### src/rtl/aaf_pkg.sv
`timescale 1ns / 1ps
`default_nettype none

package aaf_pkg;

   localparam int CMD_WIDTH  = 5;
   localparam int BYTE_WIDTH = 8;
   localparam int ACC_WIDTH  = 16;

   localparam logic [CMD_WIDTH-1:0] CMD_ADD  = 5'b11110;
   localparam logic [CMD_WIDTH-1:0] CMD_SUB  = 5'b11101;
   localparam logic [CMD_WIDTH-1:0] CMD_MUL  = 5'b11011;
   localparam logic [CMD_WIDTH-1:0] CMD_AND  = 5'b11010;
   localparam logic [CMD_WIDTH-1:0] CMD_OR   = 5'b11001;
   localparam logic [CMD_WIDTH-1:0] CMD_NOT  = 5'b11000;
   localparam logic [CMD_WIDTH-1:0] CMD_XOR  = 5'b10111;
   localparam logic [CMD_WIDTH-1:0] CMD_SHL  = 5'b10110;
   localparam logic [CMD_WIDTH-1:0] CMD_SHR  = 5'b10101;
   localparam logic [CMD_WIDTH-1:0] CMD_BRE  = 5'b10100;
   localparam logic [CMD_WIDTH-1:0] CMD_BRNE = 5'b10011;
   localparam logic [CMD_WIDTH-1:0] CMD_BRGT = 5'b10010;
   localparam logic [CMD_WIDTH-1:0] CMD_BRLT = 5'b10001;
   localparam logic [CMD_WIDTH-1:0] CMD_WACC = 5'b01001;
   localparam logic [CMD_WIDTH-1:0] CMD_RACC = 5'b01011;

   localparam logic [ACC_WIDTH-1:0] BYTE_MAX = 16'h00ff;
   localparam logic [ACC_WIDTH-1:0] SIGN_MIN = 16'h0080;

   // Result fields; last member sits in the lowest bits.
   typedef struct packed {
      logic                  bad_command;
      logic                  overflow_flag;
      logic                  sign_flag;
      logic                  carry_flag;
      logic                  zero_flag;
      logic [ACC_WIDTH-1:0]  acc_value;
      logic                  bus_drive;
      logic [BYTE_WIDTH-1:0] bus_out;
   } rsp_type;

   localparam int RSP_WIDTH  = $bits(rsp_type);
   localparam int RSP_TDATA_WIDTH = 32;
   localparam int REQ_TDATA_WIDTH = 16;

endpackage

`default_nettype wire

### src/rtl/aaf_alu.sv
`timescale 1ns / 1ps
`default_nettype none

module aaf_alu (
   input  wire logic [aaf_pkg::CMD_WIDTH-1:0]  command,
   input  wire logic [aaf_pkg::BYTE_WIDTH-1:0] operand,
   input  wire logic [aaf_pkg::ACC_WIDTH-1:0]  acc_cur,
   output aaf_pkg::rsp_type                    result
);

   logic [aaf_pkg::ACC_WIDTH+aaf_pkg::BYTE_WIDTH-1:0] product;
   logic [aaf_pkg::ACC_WIDTH-1:0]                     acc_next;
   logic [aaf_pkg::BYTE_WIDTH-1:0]                    low_byte;
   logic                                              arith;
   logic                                              bad;
   logic                                              drive;

   assign product = acc_cur * operand;

   always_comb begin
      acc_next = acc_cur;
      low_byte = '0;
      arith    = 1'b1;
      bad      = 1'b0;
      drive    = 1'b0;
      case (command) inside
         aaf_pkg::CMD_ADD: begin
            low_byte = acc_cur[7:0] + operand;
            acc_next = {8'h00, low_byte};
         end
         aaf_pkg::CMD_SUB, aaf_pkg::CMD_BRE, aaf_pkg::CMD_BRNE,
         aaf_pkg::CMD_BRGT, aaf_pkg::CMD_BRLT: begin
            low_byte = acc_cur[7:0] - operand;
            acc_next = {8'h00, low_byte};
         end
         aaf_pkg::CMD_MUL: begin
            acc_next = product[aaf_pkg::ACC_WIDTH-1:0];
         end
         aaf_pkg::CMD_AND: begin
            acc_next = {8'h00, acc_cur[7:0] & operand};
         end
         aaf_pkg::CMD_OR: begin
            acc_next = {8'h00, acc_cur[7:0] | operand};
         end
         aaf_pkg::CMD_NOT: begin
            acc_next = {8'h00, ~acc_cur[7:0]};
         end
         aaf_pkg::CMD_XOR: begin
            acc_next = {8'h00, acc_cur[7:0] ^ operand};
         end
         aaf_pkg::CMD_SHL: begin
            acc_next = {8'h00, acc_cur[6:0], 1'b0};
         end
         aaf_pkg::CMD_SHR: begin
            // bit 8 of a wide product drops into bit 7
            acc_next = {8'h00, acc_cur[8:1]};
         end
         aaf_pkg::CMD_WACC: begin
            acc_next = {8'h00, operand};
            arith    = 1'b0;
         end
         aaf_pkg::CMD_RACC: begin
            low_byte = acc_cur[7:0];
            drive    = 1'b1;
            arith    = 1'b0;
         end
         default: begin
            bad   = 1'b1;
            arith = 1'b0;
         end
      endcase
   end

   always_comb begin
      result.bus_out       = drive ? low_byte : '0;
      result.bus_drive     = drive;
      result.acc_value     = acc_next;
      result.zero_flag     = arith && (acc_next == '0);
      result.carry_flag    = arith && (acc_next > aaf_pkg::BYTE_MAX);
      result.sign_flag     = arith && acc_next[7];
      result.overflow_flag = arith && (acc_next >= aaf_pkg::SIGN_MIN)
                                   && (acc_next < aaf_pkg::BYTE_MAX);
      result.bad_command   = bad;
   end

endmodule

`default_nettype wire

### src/rtl/accumulator_alu_with_flags_core.sv
`timescale 1ns / 1ps
`default_nettype none

// Path: an accepted request waits in the input register, then its result in the result
//   register, which holds it while rsp_tready is low.
// Throughput: one request per cycle while rsp_tready is high; the 16x8 multiply in the ALU sets the path.
// Reset: synchronous, active high; clears the accumulator and both valid bits.

module accumulator_alu_with_flags_core (
   input  wire logic        clock,
   input  wire logic        reset,

   // request channel
   input  wire logic        req_tvalid,
   output      logic        req_tready,
   // [4:0] command, [12:5] bus_in, [15:13] zero
   input  wire logic [aaf_pkg::REQ_TDATA_WIDTH-1:0] req_tdata,

   // result channel
   output      logic        rsp_tvalid,
   input  wire logic        rsp_tready,
   // [7:0] bus_out, [8] bus_drive, [24:9] acc_value, [25] zero_flag,
   // [26] carry_flag, [27] sign_flag, [28] overflow_flag, [29] bad_command,
   // [31:30] zero
   output      logic [aaf_pkg::RSP_TDATA_WIDTH-1:0] rsp_tdata
);

   // input register
   logic                                 req_valid_ff;
   logic                                 req_valid_in;
   logic [aaf_pkg::CMD_WIDTH-1:0]        cmd_ff;
   logic [aaf_pkg::BYTE_WIDTH-1:0]       operand_ff;

   // accumulator: updated as a request moves into the result register
   logic [aaf_pkg::ACC_WIDTH-1:0]        acc_ff;
   logic [aaf_pkg::ACC_WIDTH-1:0]        acc_in;

   // result register
   logic                                 rsp_valid_ff;
   logic                                 rsp_valid_in;
   aaf_pkg::rsp_type                     rsp_ff;
   aaf_pkg::rsp_type                     alu_result;

   logic                                 req_take;
   logic                                 stage_go;

   // stage moves when the result register is empty or being drained
   assign stage_go   = req_valid_ff && (!rsp_valid_ff || rsp_tready);
   assign req_tready = !req_valid_ff || stage_go;
   assign req_take   = req_tvalid && req_tready;

   aaf_alu u_alu (
      .command (cmd_ff),
      .operand (operand_ff),
      .acc_cur (acc_ff),
      .result  (alu_result)
   );

   always_comb begin
      req_valid_in = req_take || (req_valid_ff && !stage_go);
      rsp_valid_in = stage_go || (rsp_valid_ff && !rsp_tready);
      acc_in       = stage_go ? alu_result.acc_value : acc_ff;
   end

   always_ff @(posedge clock) begin
      if (reset) begin
         req_valid_ff <= 1'b0;
         rsp_valid_ff <= 1'b0;
         acc_ff       <= '0;
      end else begin
         req_valid_ff <= req_valid_in;
         rsp_valid_ff <= rsp_valid_in;
         acc_ff       <= acc_in;
      end
   end

   // payload registers, no reset
   always_ff @(posedge clock) begin
      if (req_take) begin
         cmd_ff     <= req_tdata[aaf_pkg::CMD_WIDTH-1:0];
         operand_ff <= req_tdata[aaf_pkg::CMD_WIDTH +: aaf_pkg::BYTE_WIDTH];
      end
      if (stage_go) begin
         rsp_ff <= alu_result;
      end
   end

   assign rsp_tvalid = rsp_valid_ff;
   assign rsp_tdata  = {{(aaf_pkg::RSP_TDATA_WIDTH-aaf_pkg::RSP_WIDTH){1'b0}}, rsp_ff};

   // a bad command never raises a flag
   assert property (@(posedge clock) disable iff (reset)
      rsp_valid_ff && rsp_ff.bad_command |->
         !(rsp_ff.zero_flag || rsp_ff.carry_flag || rsp_ff.sign_flag ||
           rsp_ff.overflow_flag || rsp_ff.bus_drive))
      else $error("flags set on bad command");

   // driven bus byte matches the accumulator left behind
   assert property (@(posedge clock) disable iff (reset)
      rsp_valid_ff && rsp_ff.bus_drive |->
         rsp_ff.bus_out == rsp_ff.acc_value[7:0])
      else $error("bus byte does not match accumulator");

   // carry excludes both overflow and zero
   assert property (@(posedge clock) disable iff (reset)
      rsp_valid_ff && rsp_ff.carry_flag |-> !rsp_ff.overflow_flag && !rsp_ff.zero_flag)
      else $error("carry with overflow or zero");

   // accumulator only changes when a request moves to the result register
   assert property (@(posedge clock) disable iff (reset)
      !stage_go |=> $stable(acc_ff))
      else $error("accumulator changed without a request");

   // the registered result follows the accumulator it wrote
   assert property (@(posedge clock) disable iff (reset)
      stage_go |=> rsp_valid_ff && (rsp_ff.acc_value == acc_ff))
      else $error("result and accumulator disagree");

endmodule

`default_nettype wire
### config.mk
export PLATFORM = sky130hd
export DESIGN_NAME = accumulator_alu_with_flags_core
export DESIGN_NICKNAME = d
export VERILOG_FILES = /design/src/rtl/aaf_pkg.sv /design/src/rtl/aaf_alu.sv /design/src/rtl/accumulator_alu_with_flags_core.sv
export SDC_FILE = /design/constraint.sdc
export NUM_CORES = 1
export LEC_CHECK = 0
export ABC_CLOCK_PERIOD_IN_PS = 6800
export BUFFER_PORTS_ARGS = -buffer_cell sky130_fd_sc_hd__buf_2
export CORE_MARGIN = 5
export CORE_UTILIZATION = 50
export CTS_CLUSTER_SIZE = 25
export DETAILED_ROUTE_END_ITERATION = 7
export PLACE_DENSITY = 0.68
export SLEW_MARGIN = 40
export SYNTH_ARGS = -nofsm -noshare
export SYNTH_HDL_FRONTEND = slang
export SYNTH_SLANG_ARGS = --single-unit
export TNS_END_PERCENT = 1
### constraint.sdc
create_clock -name clock -period 6.8 [get_ports clock]
set_input_delay 0.68 -clock clock [delete_from_list [all_inputs] [get_ports clock]]
set_output_delay 0.68 -clock clock [all_outputs]
set_load 0.01 [all_outputs]
==> results.cfg, run 1 <==
[critical_path]
r2r_setup_slack_ps = 920
path_cells = clkinv_1 > nor2_1 > fa_1 > fa_1 > fa_1 > inv_1 > fa_1 > inv_1 > ha_1 > o211a_1 > o31a_1 > or3_1 > a32o_1 > nor4_1 > nand4_1 > nor3_2 > nor4b_1
cp-end-kind = register
worst_setup_path_start_kind = register
crit_path_top_delay_cell = dfxtp_1
r2r_end = rsp_tdata[28]
worst_path_most_repeated_cell = fa_1
crit_arrival_ps = 6020
crit_required_ps = 6940
crit_fanout = 9
rr_startpoint = acc_ff[5]
crit_type = register to register
max_stage_delay_ps = 550
reg2reg_depth = 17

[synth]
syn_area_sq_um = 6750
synthFlopType = edfxtp_1
synth.area.top_cells = edfxtp_1, fa_1, ha_1
synth-edff-count = 43
ys_seq_area_frac = 0.2447
async_flop_share = 0
synthDistinctLibCells = 79
synth_top_area_share = 0.1913
syn_inst = 761
yosys_warnings = 0
ys_seq_elements = 61
synth_area_per_cell_sq_um = 8.870
yosys.area.top_type = edfxtp_1

[clocking]
numCtsBuffers = 9
postCtsSetupBuffers = 0
ctsResizeCount = 0
clkSinkCount = 61
cts_tree = built
cts.clk_slew.worst_paths_ps = 60
clk_path_buf_depth = 2
clockRootBuffer = clkbuf_16
clkLatencyLatePin_ps = 340
htree_num_levels = 3
cts_hold_buf = 0

[job]
drv_cap = 0

[place]
port_buffers = 48
postPlaceCellArea_sq_um = 7123
place_ws_ps = 958.6
gp_congestion = 0.9170
dp_hpwl_um = 15150

[cells_and_area]
nets = 928
final_util = 0.5623
multiInputGateArea_sq_um = 4559
drive_above_1_share = 0.1157
seq_area_sq_um = 1652
final_area_sq_um = 7446
syn_to_final_growth_pct = 10.31
antenna_cells = 0
n_fill_cell = 1222

[floorplan]
dieArea_sq_um = 15920
die_h_um = 126.2
core-area_sq_um = 13240
row_count = 42
initial_core_util = 0.5097
dieWidth_um = 126.2
io_pins = 54

[sta]
worst_pin_slew_ps = 851.9
final_hold_viol_count = 0
post-route-period-util = 0.8646
grt_setup_unrepaired = false
fin_setup_tns_ps = 0
setup_viol = 0
whs_ps = 509.7
layout_setup_ws_ps = 920.4
period_needed_ps = 5880
maxSlewHeadroom = 0.4309
fmax_mhz = 170.1
fin_skew_ps = 6.929
slew_viol_final = 0

[run_status]
outcome = complete, no violations

[pwr]
p_leak_nw = 3.287
vdd_ir_drop_max_uv = 240.9
power_density_nw_per_um2 = 179.3

[global_routing]
antenna_found_initial = 0
overflow = 0
grt_pass1_wl_um = 31640
grt_pass1_vias = 5869
grt_use_total = 0.2526
grt_max_degree = 35

[worst_hold_path]
hold_path_depth = 1
hold_path_startpoint = req_tdata[4]
worstHoldPathType = input pin to register
hold_end = cmd_ff[4]

[route]
routedWlPerCell_um = 20.01
via_count = 5890
ant_nets = 0
viasPerCell = 6.010
routed_wl_um = 19610
drt-initial-drc-count = 644
drtPass1Iterations = 8
drc = 0
[through the flow]
stage | total power [mW] | cells
2_1_floorplan | 0.7419 | 762
3_3_place_gp | 0.8542 | 963
3_5_place_dp | 0.8623 | 963
4_1_cts | 1.340 | 979
5_1_grt | 1.407 | 980
6_report | 1.335 | 980
[cells in the final DEF, fill, tap and decap left out, types with 23 or more instances in the layout]
master / synthesis / layout
and2_1: 23 / 23
fa_1: 62 / 62
ha_1: 47 / 47
buf_2: 13 / 48
a21oi_1: 44 / 44
nand2_1: 44 / 44
edfxtp_1: 43 / 43
inv_1: 96 / 96
nor2_1: 99 / 98
o21ai_0: 29 / 29
[cell families after synthesis]
group           Yosys count  synth area share
buf+inv                 136           0.08193
compound gates          172            0.1757
other cells               1         0.0005555
mux                      13           0.01928
flops                    61            0.2447
simple gates            250            0.1802
fa+ha+maj               109            0.2710
xor+xnor                 19           0.02669
[how the worst max path moves through the flow]
| stage | slack (ps) | to | from | cells after the start |
|---|---|---|---|---|
| after floorplan | 1720 | rsp_tdata[28] | acc_ff[1] | 17 |
| after global placement | 1070 | rsp_tdata[28] | acc_ff[2] | 17 |
| after detailed placement | 960 | rsp_tdata[28] | acc_ff[5] | 17 |
| after CTS | 930 | rsp_tdata[28] | acc_ff[5] | 17 |
| after global routing | 460 | rsp_tdata[28] | acc_ff[5] | 17 |
| final | 920 | rsp_tdata[28] | acc_ff[5] | 17 |
[sequential cells by signal, indices dropped and copies added, names as in the netlist]
| signal | count |
|---|---|
| rsp_tdata | 30 |
| acc_ff | 16 |
| operand_ff | 8 |
| cmd_ff | 5 |
| req_valid_ff | 1 |
| rsp_tvalid | 1 |
[cell usage after synthesis, types with 7 or more instances]
library cell,n
mux2i_1,13
nor2b_1,8
buf_2,13
o21ai_0,29
clkinv_1,7
nand2b_1,10
edfxtp_1,43
nor2_1,99
nor3_1,20
a21oi_1,44
and2_1,23
nand3_1,14
nand2_1,44
dfxtp_1,18
xnor2_1,16
ha_1,47
a211oi_1,14
fa_1,62
inv_1,96
clkbuf_1,11
[metal layers]
layer | share of wire | global-route usage | up-vias
met2 | 0.49 | 0.4185 | 251
met1 | 0.41 | 0.3343 | 2896
li1 | - | - | 2703
met5 | 0 | 0 | -
met4 | 0.032 | 0.09022 | 0
met3 | 0.074 | 0.04361 | 40
[worst max-delay path: cells and delay by family (launching register included)]
kind	cells	cell delay [ps]
fa+ha+maj	5	2370
simple gates	6	1660
compound gates	3	600
flops	1	550
buf+inv	3	470
[power breakdown]
part	switching [mW]	total [mW]	internal [mW]
clock	0.180	0.476	0.296
combinational	0.255	0.409	0.154
sequential	0.0262	0.450	0.424
[final cells by class]
type | instances | area share
multi-input cells | 565 | 0.6123
flip-flops and latches | 61 | 0.2218
repair buffers | 57 | 0.04184
inverters | 105 | 0.05293
well taps | 176 | 0.02957
clock inverters | 6 | 0.009410
clock buffers | 10 | 0.03210
(Power assumes the default switching activity.)
==> run 2, diff against run 1 <==
--- a/config.mk
+++ b/config.mk
@@ -7,12 +7,14 @@
 export LEC_CHECK = 0
 export ABC_CLOCK_PERIOD_IN_PS = 6800
 export BUFFER_PORTS_ARGS = -buffer_cell sky130_fd_sc_hd__buf_2
+export CELL_PAD_IN_SITES_DETAIL_PLACEMENT = 1
+export CELL_PAD_IN_SITES_GLOBAL_PLACEMENT = 1
 export CORE_MARGIN = 5
-export CORE_UTILIZATION = 50
+export CORE_UTILIZATION = 48
 export CTS_CLUSTER_SIZE = 25
 export DETAILED_ROUTE_END_ITERATION = 7
-export PLACE_DENSITY = 0.68
-export SLEW_MARGIN = 40
+export PLACE_DENSITY_LB_ADDON = 0.1
+export SLEW_MARGIN = 30
 export SYNTH_ARGS = -nofsm -noshare
 export SYNTH_HDL_FRONTEND = slang
 export SYNTH_SLANG_ARGS = --single-unit
==> run 2 against run 1 <==
Compared with the run above: wire length up 15%; final cell count up 0.41%; critical path depth unchanged; core utilization down 2.6 points; global-route usage up 3.1 points; power down 1.2%; flip-flop and latch count unchanged; cell area down 0.45%; combinational power up 3%; clock power down 6.5%; setup slack worse by 100 ps; via count up 1.4%; critical endpoint unchanged; largest cell class unchanged; highest routed layer unchanged.
==> results.cfg, run 2 (synthesis results as in run 1) <==
[cells_and_area]
final_area_sq_um = 7412
final_cells = 984
n_fill_cell = 1637
multiInputGateArea_sq_um = 4557
mostFrequentLayoutCells = nor2_1, inv_1, fa_1, buf_2, ha_1
final_util = 0.5361
largest_reg_flops = 30
seq_area_sq_um = 1652
syn_to_final_growth_pct = 9.805
final_common_cell = nor2_1
nets = 928
drive_above_1_share = 0.1144
antenna_cells = 0

[clocking]
cts_tree = built
clk_path_buf_depth = 2
clkLatencyLatePin_ps = 350
clockRootBuffer = clkbuf_16
ctsResizeCount = 0
htree_num_levels = 3
postCtsSetupBuffers = 0
clkSinkCount = 61
cts.clk_slew.worst_paths_ps = 60
numCtsBuffers = 9
cts_hold_buf = 0

[sta]
slew_viol_final = 0
fmax_mhz = 167.2
grt_setup_unrepaired = false
fin_skew_ps = 11.55
fin_setup_tns_ps = 0
worst_pin_slew_ps = 988.2
period_needed_ps = 5981
final_hold_viol_count = 0
maxSlewHeadroom = 0.3328
layout_setup_ws_ps = 819.2
post-route-period-util = 0.8795
whs_ps = 507.7
setup_viol = 0

[critical_path]
path_cells = inv_1 > nor2_1 > fa_1 > fa_1 > fa_1 > inv_1 > fa_1 > inv_1 > ha_1 > a21o_1 > nor3_1 > a211oi_1 > or3_1 > a32oi_1 > nand4_1 > nor3_2 > nor4b_1
crit_fanout = 10
crit_start = operand_ff[2]
max_stage_delay_ps = 670
worst_setup_path_start_kind = register
crit_required_ps = 6950
crit_type = register to register
worst_path_most_repeated_cell = fa_1
reg2reg_depth = 17
r2r_end = rsp_tdata[28]
rr_startpoint = operand_ff[2]
cp-end-kind = register
crit_path_top_delay_cell = edfxtp_1
r2r_setup_slack_ps = 820
crit_arrival_ps = 6130

[place]
dp_hpwl_um = 17200
place_ws_ps = 966.2
port_buffers = 48
gp_congestion = 0.9314
postPlaceCellArea_sq_um = 7136
placed_cells = 968

[route]
routed_wl_um = 22490
routedWlPerCell_um = 22.85
drc = 0
drt-initial-drc-count = 459
via_count = 5975
ant_nets = 0
viasPerCell = 6.072
drtPass1Iterations = 5

[run_status]
outcome = complete, no violations

[pwr]
p_leak_nw = 3.269
vdd_ir_drop_max_uv = 135.0
power_density_nw_per_um2 = 178.1
power_mw = 1.320

[worst_hold_path]
hold_path_depth = 1
hold_end = cmd_ff[1]
hold_path_startpoint = req_tdata[1]
worstHoldPathType = input pin to register

[floorplan]
row_count = 43
core-area_sq_um = 13830
die_h_um = 128.6
dieWidth_um = 128.6
initial_core_util = 0.4882
dieArea_sq_um = 16530
io_pins = 54

[global_routing]
grt_max_degree = 35
overflow = 0
grt_pass1_vias = 6531
antenna_found_initial = 0
grt_pass1_wl_um = 35910
grt_use_total = 0.2840

[job]
drv_cap = 0
-- run 2: cell count changes in the layout (fill, tap and decap cells not counted), sizes merged --
cell / change
clkinv: +1
clkbuf: -1
bufinv: -1
clkinvlp: +1
-- run 2: report_power, final --
part / switching (mW) / total, mW / internal (mW)
logic: 0.267 / 0.422 / 0.155
registers: 0.0291 / 0.453 / 0.424
clock network: 0.197 / 0.445 / 0.249
total: 0.493 / 1.32 / 0.827
-- run 2: worst max-delay path: cells and delay by family, from the launching register on --
kind	cells	cell delay, ps
AOI/OAI and AO/OA	3	730
adders and majority gates	5	2430
buffers and inverters	3	400
DFF	1	670
and+or+nand+nor	6	1550
-- run 2: worst max path at each step --
stage                         end  depth (start not counted)
floorplan           rsp_tdata[28]                         17
finish              rsp_tdata[28]                         17
global placement    rsp_tdata[28]                         17
global route        rsp_tdata[28]                         17
CTS                 rsp_tdata[28]                         17
detailed placement  rsp_tdata[28]                         17
-- run 2: layout make-up --
type                       instances  area share
clock buffer                       9     0.03038
clock inverter                     7    0.006921
inverter                         105     0.05317
multi-input combinational        565      0.6148
sequential                        61      0.2228
tap                              180     0.03038
timing repair buffer              57     0.04153
-- run 2: per-layer routing --
layer / global-route usage / routed length (um)
met1: 0.3776 / 9663
met2: 0.4628 / 10630
met3: 0.04649 / 1328
met4: 0.1180 / 863
met5: 0 / 0
==> run 3, diff against run 2 <==
--- a/config.mk
+++ b/config.mk
@@ -17,5 +17,6 @@
 export SLEW_MARGIN = 30
 export SYNTH_ARGS = -nofsm -noshare
 export SYNTH_HDL_FRONTEND = slang
+export SYNTH_HIERARCHICAL = 1
 export SYNTH_SLANG_ARGS = --single-unit
 export TNS_END_PERCENT = 1
==> run 3 against run 2 <==
Compared with the run above: clock power rose by 7.9%; power fell by 5.3%; via count rose by 1.1%; wire length rose by 0.20%; largest power group is now clock; register-to-register slack got worse by 180 ps; critical path type unchanged; flip-flop and latch count did not move.
==> results.cfg, run 3 <==
[run_status]
outcome = complete, no violations

[route]
route.met3.wl_um = 1042
dr_wl_met2_um = 10990
drtPass1Iterations = 5
ant_nets = 0
viasPerCell = 5.998
routedWlPerCell_um = 22.38
routed_wl_um = 22530
via_count = 6040
drc = 0
m1WireLength_um = 9575
drt-initial-drc-count = 416
highest_layer = met4

[pwr]
p_leak_nw = 3.410
vdd_ir_drop_max_uv = 245.5
power_mw = 1.250
power_density_nw_per_um2 = 162.0
p_int_uw = 855.7
p_sw_frac = 0.3154
clkPwrFrac = 0.384
seqPwrFrac = 0.350
comb_power_share = 0.266
p_switching_uw = 394.3

[critical_path]
crit_arrival_ps = 6310
crit_required_ps = 6950
crit_fanout = 9
r2r_setup_slack_ps = 640
worst_path_most_repeated_cell = fa_1
cp-end-kind = register
crit_path_top_delay_cell = dfxtp_1
max_stage_delay_ps = 680
path_cells = clkinv_1 > nor2_1 > fa_1 > ha_1 > inv_1 > fa_1 > fa_1 > inv_1 > ha_1 > and3_1 > a22oi_1 > a21oi_1 > xor2_1 > a221o_1 > or4_4 > nor4_4 > nor4b_2
worst_setup_path_start_kind = register
crit_type = register to register

[clocking]
numCtsBuffers = 9
cts_hold_buf = 0
htree_num_levels = 3
cts_tree = built
clockRootBuffer = clkbuf_16
clkLatencyLatePin_ps = 330
ctsResizeCount = 0
postCtsSetupBuffers = 0
clkSinkCount = 61
cts.clk_slew.worst_paths_ps = 50
clk_path_buf_depth = 2

[synth]
synth_top_area_share = 0.1840
ys_seq_elements = 61
async_flop_share = 0
ys_seq_area_frac = 0.2353
synthDistinctLibCells = 79
synth_area_per_cell_sq_um = 8.976
syn_inst = 782
synth_common_cells = inv_1, nor2_1, nand2_1
yosys.area.top_type = edfxtp_1
yosys_warnings = 6
synth-edff-count = 43
syn_area_sq_um = 7019
yosysMostFrequentCell = inv_1
synthFlopType = edfxtp_1
synth.area.top_cells = edfxtp_1, fa_1, ha_1

[cells_and_area]
antenna_cells = 0
final_common_cell = inv_1
drive_above_1_share = 0.1057
final_util = 0.5349
n_fill_cell = 1709
final_area_sq_um = 7715
syn_to_final_growth_pct = 9.911
nets = 947
seq_area_sq_um = 1652
mostFrequentLayoutCells = inv_1, nor2_1, nand2_1, fa_1, buf_2
final_cells = 1007
multiInputGateArea_sq_um = 4835
largest_reg_flops = 30

[sta]
post-route-period-util = 0.9053
maxSlewHeadroom = 0.3835
period_needed_ps = 6156
fin_setup_tns_ps = 0
layout_setup_ws_ps = 643.7
final_hold_viol_count = 0
worst_pin_slew_ps = 913.2
fmax_mhz = 162.4
whs_ps = 524.7
grt_setup_unrepaired = false
setup_viol = 0
slew_viol_final = 0
fin_skew_ps = 6.773

[floorplan]
initial_core_util = 0.4866
io_pins = 54
core-area_sq_um = 14420
row_count = 44
die_h_um = 130.9
dieArea_sq_um = 17140
dieWidth_um = 130.9

[place]
postPlaceCellArea_sq_um = 7403
dp_hpwl_um = 17490
gp_congestion = 0.9162
placed_cells = 991
port_buffers = 48
place_ws_ps = 672.4

[global_routing]
grt_pass1_vias = 6583
antenna_found_initial = 0
overflow = 0
grt_use_total = 0.2765
grt_max_degree = 44
grt_pass1_wl_um = 36240

[worst_hold_path]
worstHoldPathType = input pin to register

[job]
drv_cap = 0
[run 3: cell families (layout without fill, tap and decap cells)]
kind of cell	count (synthesis)	after routing	share of synthesized area
AOI/OAI and AO/OA	154	154	0.1537
xor gates and xnor gates	27	27	0.03565
adders and majority gates	109	109	0.2606
buffers and inverters	131	171	0.07808
DFF	61	61	0.2353
muxes	27	27	0.03850
other	1	2	0.0005342
and+or+nand+nor	272	272	0.1977
[run 3: power groups by stage]
stage               Combinational, mW  Clock [mW]  Sequential [mW]
floorplan                       0.220           0            0.443
CTS                             0.331       0.487            0.438
global route                    0.366       0.501            0.440
global placement                0.314           0            0.444
detailed placement              0.328           0            0.445
finish                          0.332       0.480            0.438
[run 3: cell type report]
cell class                 count  area share
multi-input combinational    591      0.6267
sequential                    61      0.2141
inverter                      95     0.04622
timing repair buffer          60     0.04282
clock buffer                  12     0.03065
tap                          184     0.02984
clock inverter                 4    0.009731
[run 3: critical path, delay by kind of cell (launching register included)]
family                   cells  cell delay, ps
adder cells (fa/ha/maj)      5            2210
XOR/XNOR                     1             200
flip-flops                   1             680
buffers and inverters        3             570
AND/OR/NAND/NOR              5            1470
AO/OA/AOI/OAI                3             840
[run 3: layer usage]
layer / vias to the layer above / global-route usage
met1: 3050 / 0.3520
li1: 2758 / -
met2: 178 / 0.4617
met5: - / 0
met4: 0 / 0.1119
met3: 54 / 0.05528
[run 3: final timing paths]
kind,endpoint,startpoint,cells past startpoint
hold / removal,operand_ff[6],req_tdata[11],1
hold reg to reg,rsp_tvalid,req_valid_ff,2
setup / recovery,rsp_tdata[25],acc_ff[4],17
setup reg to reg,rsp_tdata[25],acc_ff[4],17
